[src/hw/rtl/c2d_pkg.sv]
// Shared types and constants of the 3x3 convolution unit.
// No dependencies; used by the cell, the filter, the top level and the testbench.
package c2d_pkg;

   localparam int MAX_WIDTH_DEF = 2048;
   localparam int FRAC_BITS_DEF = 8;
   localparam int DIM_W         = 12;
   localparam int WT_W          = 36;
   localparam int WEIGHT_W      = 12;
   localparam int PIX_W         = 8;
   localparam int POS_W         = 11;
   localparam int ROW_LIMIT     = 2048;
   localparam int FIFO_DEPTH    = 8;
   localparam int NUM_CELLS     = 2;
   localparam int NUM_JOBS      = 4;

   localparam logic [2:0] CSR_FRAME_WIDTH    = 3'd0;
   localparam logic [2:0] CSR_FRAME_HEIGHT   = 3'd1;
   localparam logic [2:0] CSR_WEIGHTS_TOP    = 3'd2;
   localparam logic [2:0] CSR_WEIGHTS_MID    = 3'd3;
   localparam logic [2:0] CSR_WEIGHTS_BOTTOM = 3'd4;

   localparam logic [DIM_W-1:0] FRAME_WIDTH_RST  = 12'd640;
   localparam logic [DIM_W-1:0] FRAME_HEIGHT_RST = 12'd480;
   localparam logic [WT_W-1:0]  WEIGHTS_MID_RST  = 36'h000100000;

   // one column of the window: [0] oldest row, [2] newest row
   typedef logic [2:0][PIX_W-1:0] column_type;

   // one input step with all its pending results
   typedef struct packed {
      logic [8:0][PIX_W-1:0] pix;   // [age*3 + slot], age 0 newest column
      logic [NUM_JOBS-1:0]   jobs;  // bit0 above/left, bit1 above/this, bit2 this/left, bit3 this/this
      logic                  r_ge1;
      logic                  r_ge2;
      logic                  c_ge1;
      logic                  c_ge2;
      logic [POS_W-1:0]      x0;
      logic [POS_W-1:0]      x1;
      logic [POS_W-1:0]      t0;
      logic [POS_W-1:0]      t1;
   } rec_type;

endpackage

[src/hw/rtl/c2d_cell.sv]
// One window cell: holds one pixel column and hands it to the next cell.
// Depends on c2d_pkg.
module c2d_cell (
   input  logic               clock,
   input  logic               reset,
   input  logic               shift,
   input  c2d_pkg::column_type col_in,
   output c2d_pkg::column_type col_out
);
   import c2d_pkg::*;

   column_type col_ff;

   always_ff @(posedge clock) begin
      if (reset) begin
         col_ff <= '0;
      end else if (shift) begin
         col_ff <= col_in;
      end
   end

   assign col_out = col_ff;
endmodule

[config.mk]
export PLATFORM = sky130hd
export DESIGN_NAME = c2d_cell
export DESIGN_NICKNAME = d
export VERILOG_FILES = /design/src/hw/rtl/c2d_pkg.sv /design/src/hw/rtl/c2d_cell.sv
export SDC_FILE = /design/constraint.sdc
export NUM_CORES = 1
export LEC_CHECK = 0
export ABC_AREA = 1
export BUFFER_PORTS_ARGS = -buffer_cell sky130_fd_sc_hd__buf_2
export CORE_MARGIN = 1
export CORE_UTILIZATION = 30
export DETAILED_ROUTE_END_ITERATION = 7
export GPL_ROUTABILITY_DRIVEN = 0
export PLACE_DENSITY_LB_ADDON = 0.3
export SYNTH_ARGS = -nofsm -noshare
export SYNTH_HDL_FRONTEND = slang
export SYNTH_SLANG_ARGS = --single-unit
[constraint.sdc]
create_clock -name clock -period 0.8 [get_ports clock]
set_input_delay 0.08 -clock clock [delete_from_list [all_inputs] [get_ports clock]]
set_output_delay 0.08 -clock clock [all_outputs]
set_load 0.05 [all_outputs]
==> impl_metrics.tcl <==
set metrics [dict create \
    status "finished with violations" \
    violations "setup timing" \
    grt_pass1_vias 856 \
    core_region_area_um2 3078 \
    synthSimpleGateAreaFrac_pct 36.59 \
    globalRouteMet1Util_pct 16.24 \
    syn_to_final_growth_pct 63.53 \
    clk_latency_ns 0.31 \
    grt-busiest-layer "met2" \
    grt_use_met3_pct 2.620 \
    critPathTopFamily "flip-flops" \
    die_width_um 59.29 \
    path_buf_inv 1 \
    antenna_found_initial 0 \
    yosysWarnings 0 \
    synth_area_leaders "dfxtp_1, nand2_1, nor2_1, inv_1, buf_6" \
    hold_class "in2reg" \
    synth_nets 179 \
    cts_tree "done" \
    fp-row-count 20 \
    grt_setup_unrepaired "true" \
    die_h_um 59.29 \
    powerDensity_nw_per_um2 1770 \
    netlist_instances 152 \
    vias 949 \
    yosysSeqAreaShare_pct 48.79 \
    start_util_pct 31.99 \
    drtIter0Drc 16 \
    root_buffer "clkbuf_4" \
    setup_ws_ns -0.1130 \
    synthesis.area_um2 984.7 \
    finalMaxSlewViolations 0 \
    ant_nets 0 \
    nets 233 \
    cts_buffers 3 \
    clock-sinks 24 \
    leakagePower_nw 0.8983 \
    largest_reg_flops 24 \
    wl_per_cell_um 8.574 \
    slew_headroom_pct 90.91 \
    max_stage_delay_ns 0.38 \
    fp.dieArea_um2 3515 \
    end_kind "output port" \
    dr.pass1.iters 3 \
    grt_pass1_wl_um 3512 \
    fillerInstances 326 \
    dpl.hpwl_um 1368 \
    fin_area_um2 1610 \
    tightest_slew_ns 0.1363 \
    vdd_drop_max_uv 705.6 \
    crit_type "reg2out" \
    worst_ep_arrival_time_ns 0.83 \
    finalCritPeriodShare_pct 114.1 \
    synth_adder_area_share_pct 0 \
    critPathSlowestCell "dfxtp_2" \
    grt_max_degree 29 \
    synth.ff_latch_count 24 \
    drt_drc_violations_left 0 \
    synth-compound-area-share_pct 0 \
    register_area_um2 510.5 \
    worstSetupStartpointType "flip-flop" \
    cts_hold_buffers 0 \
    via_per_inst 3.811 \
    cts_max_level 1 \
    drive_gt1_share_pct 40.98 \
    synth_top_family_by_area "simple AND/OR/NAND/NOR gates" \
    clk_pin_slew_ns 0.14 \
    gr-usage-all-layers_pct 13.00 \
    placed_area_um2 1330 \
    avgSynthCellArea_um2 6.478 \
    hold_viol_final 0 \
    yosysUniqueCellTypes 7 \
    grt.met2_usage_pct 21.83 \
    num_antenna_cells 0 \
    tns_ns -2.475 \
    fmax_mhz 1095 \
    yosysTopAreaCell "dfxtp_1" \
    synth_top_area_share_pct 48.79 \
    worstPathMaxFanout 2 \
    cts_max_path_buffers 2 \
    num_io_pins 51 \
    setup-violations-final 24 \
    period_needed_ns 0.9130 \
    crit_chain "buf_8" \
    finalWirelength_um 2135 \
    finClkSkew_ns 0 \
    port_buffers 50 \
    multiInputGateArea_um2 360.3 \
    cap_violations 0 \
    synthXorXnorAreaFrac_pct 0 \
    synthMuxAreaShare_pct 0 \
    overflow 0 \
    required_ns 0.72 \
]
[area by class of cell]
| class | count | share of cell area, % |
|---|---|---|
| repair buffers | 56 | 34.42 |
| flip-flops and latches | 24 | 31.70 |
| multi-input cells | 96 | 22.38 |
| inverters | 25 | 5.828 |
| well taps | 44 | 3.419 |
| clock buffers | 4 | 2.253 |
[worst paths after layout]
kind	start	endpoint	slack [ns]	depth (start not counted)
worst max-delay path	col_out[19]	col_out[19]	-0.11	1
worst min-delay path	col_in[4]	col_out[4]	0.03	5
worst max register to register	col_out[5]	col_out[5]	0.10	3
worst min register to register	col_out[20]	col_out[20]	0.49	2
[logic make-up (layout without fill, tap and decap cells)]
logic type    count (synthesis)  in the layout
flops                        24             24
simple gates                 96             96
buf+inv                      32             85
[timing repair]
action	CTS	global route
resized for setup	55	12
pin swaps	0	0
endpoints found under the setup margin	24	24
buffers inserted	0	3
[per-stage QoR]
| step | power (mW) | setup slack [ns] | hold WS, ns | cells | util (%) |
|---|---|---|---|---|---|
| CTS | 2.830 | -0.1326 | 0.01869 | 246 | 50.12 |
| global placement | 2.035 | 0.1361 | 0.3634 | 242 | 43.21 |
| global route | 3.042 | -0.1704 | 0.006664 | 249 | 52.32 |
| floorplan | 1.853 | 0.1007 | 0.2608 | 152 | - |
| detailed placement | 2.038 | 0.1256 | 0.3703 | 242 | 43.21 |
| finish | 2.850 | -0.1130 | 0.03415 | 249 | 52.32 |
[cell usage after synthesis]
master	n
buf_2	4
buf_4	1
buf_6	2
dfxtp_1	24
inv_1	25
nand2_1	48
nor2_1	48
[power breakdown]
group / switching (mW) / leakage (nW) / internal (mW) / total (mW)
clock: 0.367 / 0.0210 / 0.278 / 0.645
sequential: 0.0708 / 0.206 / 1.30 / 1.37
combinational: 0.478 / 0.671 / 0.360 / 0.838
[layout by cell type (no fill, tap or decap)]
| cell | n |
|---|---|
| buf_12 | 3 |
| clkbuf_4 | 3 |
| buf_4 | 3 |
| nor2_1 | 48 |
| inv_1 | 25 |
| clkbuf_8 | 1 |
| buf_2 | 26 |
| dfxtp_2 | 24 |
| nand2_1 | 48 |
| buf_6 | 5 |
| buf_8 | 19 |
[per-layer routing]
layer / vias up / wire length, um / part of all wire, %
met5: - / 0 / 0
met4: 0 / 0 / 0
met3: 0 / 140 / 6.6
met2: 35 / 968 / 45
met1: 381 / 1026 / 48
li1: 533 / - / -
(Power assumes the default switching activity.)
