File: src/hw/rtl/c2d_pkg.sv
// Shared types and constants of the 3x3 convolution unit.
// No dependencies; used by the cell, the filter, the top level and the testbench.
package c2d_pkg;

   localparam int MAX_WIDTH_DEF = 2048;
   localparam int FRAC_BITS_DEF = 8;
   localparam int DIM_W         = 12;
   localparam int WT_W          = 36;
   localparam int WEIGHT_W      = 12;
   localparam int PIX_W         = 8;
   localparam int POS_W         = 11;
   localparam int ROW_LIMIT     = 2048;
   localparam int FIFO_DEPTH    = 8;
   localparam int NUM_CELLS     = 2;
   localparam int NUM_JOBS      = 4;

   localparam logic [2:0] CSR_FRAME_WIDTH    = 3'd0;
   localparam logic [2:0] CSR_FRAME_HEIGHT   = 3'd1;
   localparam logic [2:0] CSR_WEIGHTS_TOP    = 3'd2;
   localparam logic [2:0] CSR_WEIGHTS_MID    = 3'd3;
   localparam logic [2:0] CSR_WEIGHTS_BOTTOM = 3'd4;

   localparam logic [DIM_W-1:0] FRAME_WIDTH_RST  = 12'd640;
   localparam logic [DIM_W-1:0] FRAME_HEIGHT_RST = 12'd480;
   localparam logic [WT_W-1:0]  WEIGHTS_MID_RST  = 36'h000100000;

   // one column of the window: [0] oldest row, [2] newest row
   typedef logic [2:0][PIX_W-1:0] column_type;

   // one input step with all its pending results
   typedef struct packed {
      logic [8:0][PIX_W-1:0] pix;   // [age*3 + slot], age 0 newest column
      logic [NUM_JOBS-1:0]   jobs;  // bit0 above/left, bit1 above/this, bit2 this/left, bit3 this/this
      logic                  r_ge1;
      logic                  r_ge2;
      logic                  c_ge1;
      logic                  c_ge2;
      logic [POS_W-1:0]      x0;
      logic [POS_W-1:0]      x1;
      logic [POS_W-1:0]      t0;
      logic [POS_W-1:0]      t1;
   } rec_type;

endpackage

File: src/hw/rtl/c2d_filter.sv
// Result pipeline: window selection, products, sum, round/clamp, output register.
// Depends on c2d_pkg.
module c2d_filter #(
   parameter int WEIGHT_FRAC_BITS = c2d_pkg::FRAC_BITS_DEF
) (
   input  logic                       clock,
   input  logic                       reset,
   input  logic                       job_valid,
   input  c2d_pkg::rec_type           job_rec,
   input  logic                       job_tsel,
   input  logic                       job_xsel,
   input  logic [2:0][c2d_pkg::WT_W-1:0] weights,
   output logic                       job_take,
   output logic                       rsp_tvalid,
   input  logic                       rsp_tready,
   output logic [31:0]                rsp_tdata,  // pixel_out[7:0], out_col[18:8], out_row[29:19]
   output logic                       rsp_tlast   // frame_done
);
   import c2d_pkg::*;

   localparam int PROD_W = PIX_W + 1 + WEIGHT_W;
   localparam int SUM_W  = PROD_W + 4;
   localparam logic signed [SUM_W-1:0] HALF = SUM_W'((1 << WEIGHT_FRAC_BITS) >> 1);

   logic en;

   logic                  a_valid_ff;
   logic [8:0][PIX_W-1:0] a_pix_ff, a_pix_in;
   logic [POS_W-1:0]      a_x_ff, a_t_ff;
   logic                  a_done_ff;

   logic                            b_valid_ff;
   logic signed [8:0][PROD_W-1:0]   b_prod_ff;
   logic [POS_W-1:0]                b_x_ff, b_t_ff;
   logic                            b_done_ff;

   logic                     c_valid_ff;
   logic signed [SUM_W-1:0]  c_sum_ff, c_sum_in;
   logic [POS_W-1:0]         c_x_ff, c_t_ff;
   logic                     c_done_ff;

   logic                     o_valid_ff;
   logic [PIX_W-1:0]         o_pix_ff, o_pix_in;
   logic [POS_W-1:0]         o_x_ff, o_t_ff;
   logic                     o_done_ff;

   logic signed [SUM_W-1:0]  q;

   assign en       = !o_valid_ff || rsp_tready;
   assign job_take = en;

   // pick the nine taps with the border replicated
   always_comb begin
      logic [2:0][1:0] slot;
      logic [2:0][1:0] age;
      if (job_tsel) begin
         slot = {2'd2, 2'd2, job_rec.r_ge1 ? 2'd1 : 2'd2};
      end else begin
         slot = {2'd2, 2'd1, job_rec.r_ge2 ? 2'd0 : 2'd1};
      end
      if (job_xsel) begin
         age = {2'd0, 2'd0, job_rec.c_ge1 ? 2'd1 : 2'd0};
      end else begin
         age = {2'd0, 2'd1, job_rec.c_ge2 ? 2'd2 : 2'd1};
      end
      for (int i = 0; i < 3; i++) begin
         for (int k = 0; k < 3; k++) begin
            a_pix_in[i*3+k] = job_rec.pix[4'(age[k]) * 4'd3 + 4'(slot[i])];
         end
      end
   end

   // each product is signed: extend its sign into the sum
   always_comb begin
      c_sum_in = '0;
      for (int j = 0; j < 9; j++) begin
         c_sum_in = c_sum_in + SUM_W'($signed(b_prod_ff[j]));
      end
   end

   assign q = (c_sum_ff + HALF) >>> WEIGHT_FRAC_BITS;

   always_comb begin
      if (c_sum_ff <= 0) begin
         o_pix_in = '0;
      end else if (q > SUM_W'(255)) begin
         o_pix_in = 8'd255;
      end else begin
         o_pix_in = q[PIX_W-1:0];
      end
   end

   always_ff @(posedge clock) begin
      if (reset) begin
         a_valid_ff <= 1'b0;
         b_valid_ff <= 1'b0;
         c_valid_ff <= 1'b0;
         o_valid_ff <= 1'b0;
      end else if (en) begin
         a_valid_ff <= job_valid;
         b_valid_ff <= a_valid_ff;
         c_valid_ff <= b_valid_ff;
         o_valid_ff <= c_valid_ff;
      end
   end

   always_ff @(posedge clock) begin
      if (en) begin
         a_pix_ff  <= a_pix_in;
         a_x_ff    <= job_xsel ? job_rec.x1 : job_rec.x0;
         a_t_ff    <= job_tsel ? job_rec.t1 : job_rec.t0;
         a_done_ff <= job_tsel && job_xsel;
         for (int i = 0; i < 3; i++) begin
            for (int k = 0; k < 3; k++) begin
               b_prod_ff[i*3+k] <= $signed({1'b0, a_pix_ff[i*3+k]})
                  * $signed(weights[i][k*WEIGHT_W +: WEIGHT_W]);
            end
         end
         b_x_ff    <= a_x_ff;
         b_t_ff    <= a_t_ff;
         b_done_ff <= a_done_ff;
         c_sum_ff  <= c_sum_in;
         c_x_ff    <= b_x_ff;
         c_t_ff    <= b_t_ff;
         c_done_ff <= b_done_ff;
         o_pix_ff  <= o_pix_in;
         o_x_ff    <= c_x_ff;
         o_t_ff    <= c_t_ff;
         o_done_ff <= c_done_ff;
      end
   end

   assign rsp_tvalid = o_valid_ff;
   assign rsp_tdata  = {2'b00, o_t_ff, o_x_ff, o_pix_ff};
   assign rsp_tlast  = o_done_ff;
endmodule

File: config.mk
export PLATFORM = sky130hd
export DESIGN_NAME = c2d_filter
export DESIGN_NICKNAME = d
export VERILOG_FILES = /design/src/hw/rtl/c2d_pkg.sv /design/src/hw/rtl/c2d_filter.sv
export SDC_FILE = /design/constraint.sdc
export NUM_CORES = 2
export LEC_CHECK = 0
export BUFFER_PORTS_ARGS = -buffer_cell sky130_fd_sc_hd__buf_2
export CORE_ASPECT_RATIO = 0.8
export CORE_MARGIN = 1.5
export CORE_UTILIZATION = 30
export DETAILED_ROUTE_END_ITERATION = 12
export SYNTH_ARGS = -nofsm -noshare
export SYNTH_HDL_FRONTEND = slang
export SYNTH_SLANG_ARGS = --single-unit
File: constraint.sdc
create_clock -name clock -period 16.8 [get_ports clock]
set_input_delay 0.84 -clock clock [delete_from_list [all_inputs] [get_ports clock]]
set_output_delay 0.84 -clock clock [all_outputs]
set_load 0.03 [all_outputs]
==> flow_metrics.py <==
metrics = {
    "status": {
        "status": "completed",
    },
    "logic_synthesis": {
        "synth-seq-cells": 390,
        "ys_types": 78,
        "ys_top_cells_by_area": "fa_1 (32%), edfxtp_1 (22%), ha_1 (9.8%), inv_1 (9.8%), and2_1 (5.8%)",
        "yosysWarnings": 0,
        "ys_async_sr_fraction": 0,
        "ys_seq_area_frac": 0.2206,
        "yosysMostFrequentCell": "inv_1",
        "post-synth-top-area-cell": "fa_1",
        "synth_top_area_frac": 0.3236,
        "ys.flop_type": "edfxtp_1",
        "ys_top_cells_by_count": "inv_1 (1378), fa_1 (855), and2_1 (488)",
        "syn_area_mm2": 0.05290,
        "synth_area_per_cell_um2": 10.23,
        "synthCells": 5173,
        "synth_edf_count": 386,
    },
    "setup_path": {
        "start_kind": "input port",
        "cp.required_ns": 17.08,
        "cp_slowest_cell": "fa_1",
        "critPathMostFrequentCell": "nor2_1",
        "crit_arrival_ns": 5.84,
        "path_class": "in2reg",
        "worstPathMaxFanout": 17,
        "cp_slowest_stage_delay_ns": 1.24,
        "worstPathCellList": "buf_2 -> inv_1 -> nor2_1 -> nor2_1 -> ha_1 -> inv_2 -> fa_1 -> nor4bb_1 -> nand2_1 -> o21ai_0",
        "cp.buffers_inverters": 3,
        "critical_path.top_delay_family": "simple AND/OR/NAND/NOR gates",
        "end_kind": "flop",
    },
    "routing": {
        "final_antenna_net_count": 0,
        "first_pass_iters": 5,
        "post-route-drc-count": 0,
        "routedWlPerCell_um": 18.49,
        "vias_per_cell": 4.661,
        "drt_wl_total_um": 142900,
        "drt-initial-drc-count": 2898,
        "vias": 36032,
    },
    "global_route": {
        "grt_pass1_vias": 37039,
        "grt_use_total": 0.1615,
        "overflow": 0,
        "antenna_found_initial": 64,
        "grt_max_degree": 72,
        "grt_pass1_wl_um": 221000,
    },
    "timing": {
        "slew_headroom": 0.2006,
        "worst_slack_ns": 11.24,
        "rsz0062_at_grt": "no",
        "finalSetupTns_ns": 0,
        "setup-violations-final": 0,
        "drv_slew": 0,
        "fmax_mhz": 179.9,
        "period_needed_ns": 5.559,
        "post-route-period-util": 0.3309,
        "fin_skew_ns": 0.04261,
        "hold_viol_final": 0,
        "holdWs_ns": 0.4062,
        "worst_pin_slew_ns": 1.199,
    },
    "cts": {
        "numCtsBuffers": 44,
        "postCtsResizedCells": 0,
        "clock_sinks": 390,
        "cts_tree": "done",
        "clock_path_buffers": 3,
        "clock_latency_ns": 0.63,
        "holdBufCountCts": 0,
        "htreeDepth": 2,
        "path_clk_slew_ns": 0.07,
        "post_cts_buffers": 0,
        "cts_root_buf": "clkbuf_16",
    },
    "floorplan": {
        "pin_count": 273,
        "die_area_mm2": 0.1789,
        "chipHeight_um": 378.6,
        "rows": 137,
        "chipWidth_um": 472.5,
        "start_util": 0.3029,
        "coreArea_mm2": 0.1747,
    },
    "layout": {
        "fill_cells": 17542,
        "drive_gt1_frac": 0.09114,
        "final_nets": 6892,
        "syn_to_final_growth_pct": 10.41,
        "finish.utilization": 0.3344,
    },
    "placement": {
        "port_buffers": 266,
        "gp_congestion": 0.9418,
        "dp_hpwl_um": 120400,
        "dp_slack_ns": 10.82,
    },
    "job": {
        "cap_violations": 0,
    },
    "hold_path": {
        "hold_path_class": "in2reg",
    },
}
## per-stage QoR
stage / instance area (um2) / instances
global placement: 56750 / 7632
global route: 58390 / 7724
CTS: 58360 / 7713
floorplan: 52900 / 5174
finish: 58410 / 7730
detailed placement: 56750 / 7632
## sequential cells by signal (all words and copies together) (netlist names), 8 cells and up
| name | flops |
|---|---|
| c_x_ff | 11 |
| a_pix_ff | 72 |
| a_x_ff | 11 |
| b_t_ff | 11 |
| o_x_ff | 11 |
| c_t_ff | 11 |
| a_t_ff | 11 |
| o_pix_ff | 8 |
| o_t_ff | 11 |
| c_sum_ff | 25 |
| b_prod_ff | 189 |
| b_x_ff | 11 |
## routing by layer
layer,share of wire,vias to the layer above,global-route usage
li1,-,16422,-
met1,0.44,18223,0.2239
met2,0.45,1124,0.2553
met3,0.076,233,0.03277
met4,0.031,30,0.04498
met5,0.0011,-,0
## worst paths after layout
check / cells after the start / start / slack [ns] / endpoint
setup / recovery: 10 / job_xsel / 11.24 / a_pix_ff[3]
hold / removal: 2 / reset / 0.41 / rsp_tvalid
setup reg to reg: 15 / b_prod_ff[149] / 11.40 / c_sum_ff[24]
hold reg to reg: 0 / c_t_ff[8] / 0.41 / o_t_ff[8]
## kinds of logic after synthesis
family | synth area share
fa+ha+maj | 0.4215
other cells | 0.00007089
buf+inv | 0.1059
xor+xnor | 0.03124
flops | 0.2206
simple gates | 0.1203
mux | 0.04825
compound gates | 0.05211
## area by class of cell
| cell class | count | area [um2] | share of cell area |
|---|---|---|---|
| multi-input combinational | 3295 | 35640 | 0.6101 |
| sequential | 390 | 11670 | 0.1998 |
| inverter | 1379 | 5176 | 0.08862 |
| tap | 2293 | 2869 | 0.04912 |
| timing repair buffer | 275 | 1399 | 0.02395 |
| clock buffer | 51 | 1170 | 0.02003 |
| clock inverter | 30 | 442.9 | 0.007584 |
| antenna | 17 | 42.54 | 0.0007284 |
## placed cells by master, fill, tap and decap left out, types with 8 or more instances in the layout
cell | netlist | layout
a21oi_1 | 139 | 139
buf_4 | 2 | 9
a211oi_1 | 20 | 20
a31oi_1 | 12 | 12
inv_1 | 1378 | 1378
mux2i_1 | 30 | 30
edfxtp_1 | 386 | 386
nand2_1 | 479 | 479
buf_2 | 6 | 266
nor2_1 | 109 | 109
nand3_1 | 29 | 29
a21o_1 | 51 | 51
o31ai_1 | 8 | 8
o21a_1 | 23 | 23
and3_1 | 15 | 15
nor2b_1 | 29 | 29
fa_1 | 855 | 855
and2_1 | 488 | 488
o21bai_1 | 18 | 18
ha_1 | 414 | 414
nand4_1 | 14 | 14
bufinv_16 | 0 | 9
mux4_2 | 72 | 72
nor3_1 | 26 | 26
o21ai_0 | 67 | 67
mux2_2 | 55 | 55
nand2b_1 | 20 | 19
xnor2_1 | 142 | 142
o211ai_1 | 16 | 16
clkbuf_16 | 0 | 46
nor4_1 | 11 | 11
xor2_1 | 43 | 43
diode_2 | 0 | 17
## worst reg2reg max path, cell delays in order, from the launching register on
cell and delay (ns):
edfxtp_1 0.48, fa_1 0.52, fa_1 0.55, fa_1 0.56
inv_1 0.05, fa_1 0.47, inv_1 0.04, ha_1 0.21
fa_1 0.49, a211oi_1 0.49, o21ai_2 0.17, a211oi_2 0.34
o31ai_2 0.17, a211o_1 0.29, a31oi_1 0.20, xnor2_1 0.10
Power is not shown: default switching activity piles up to over one toggle a cycle in this logic, so the estimate is an artifact.
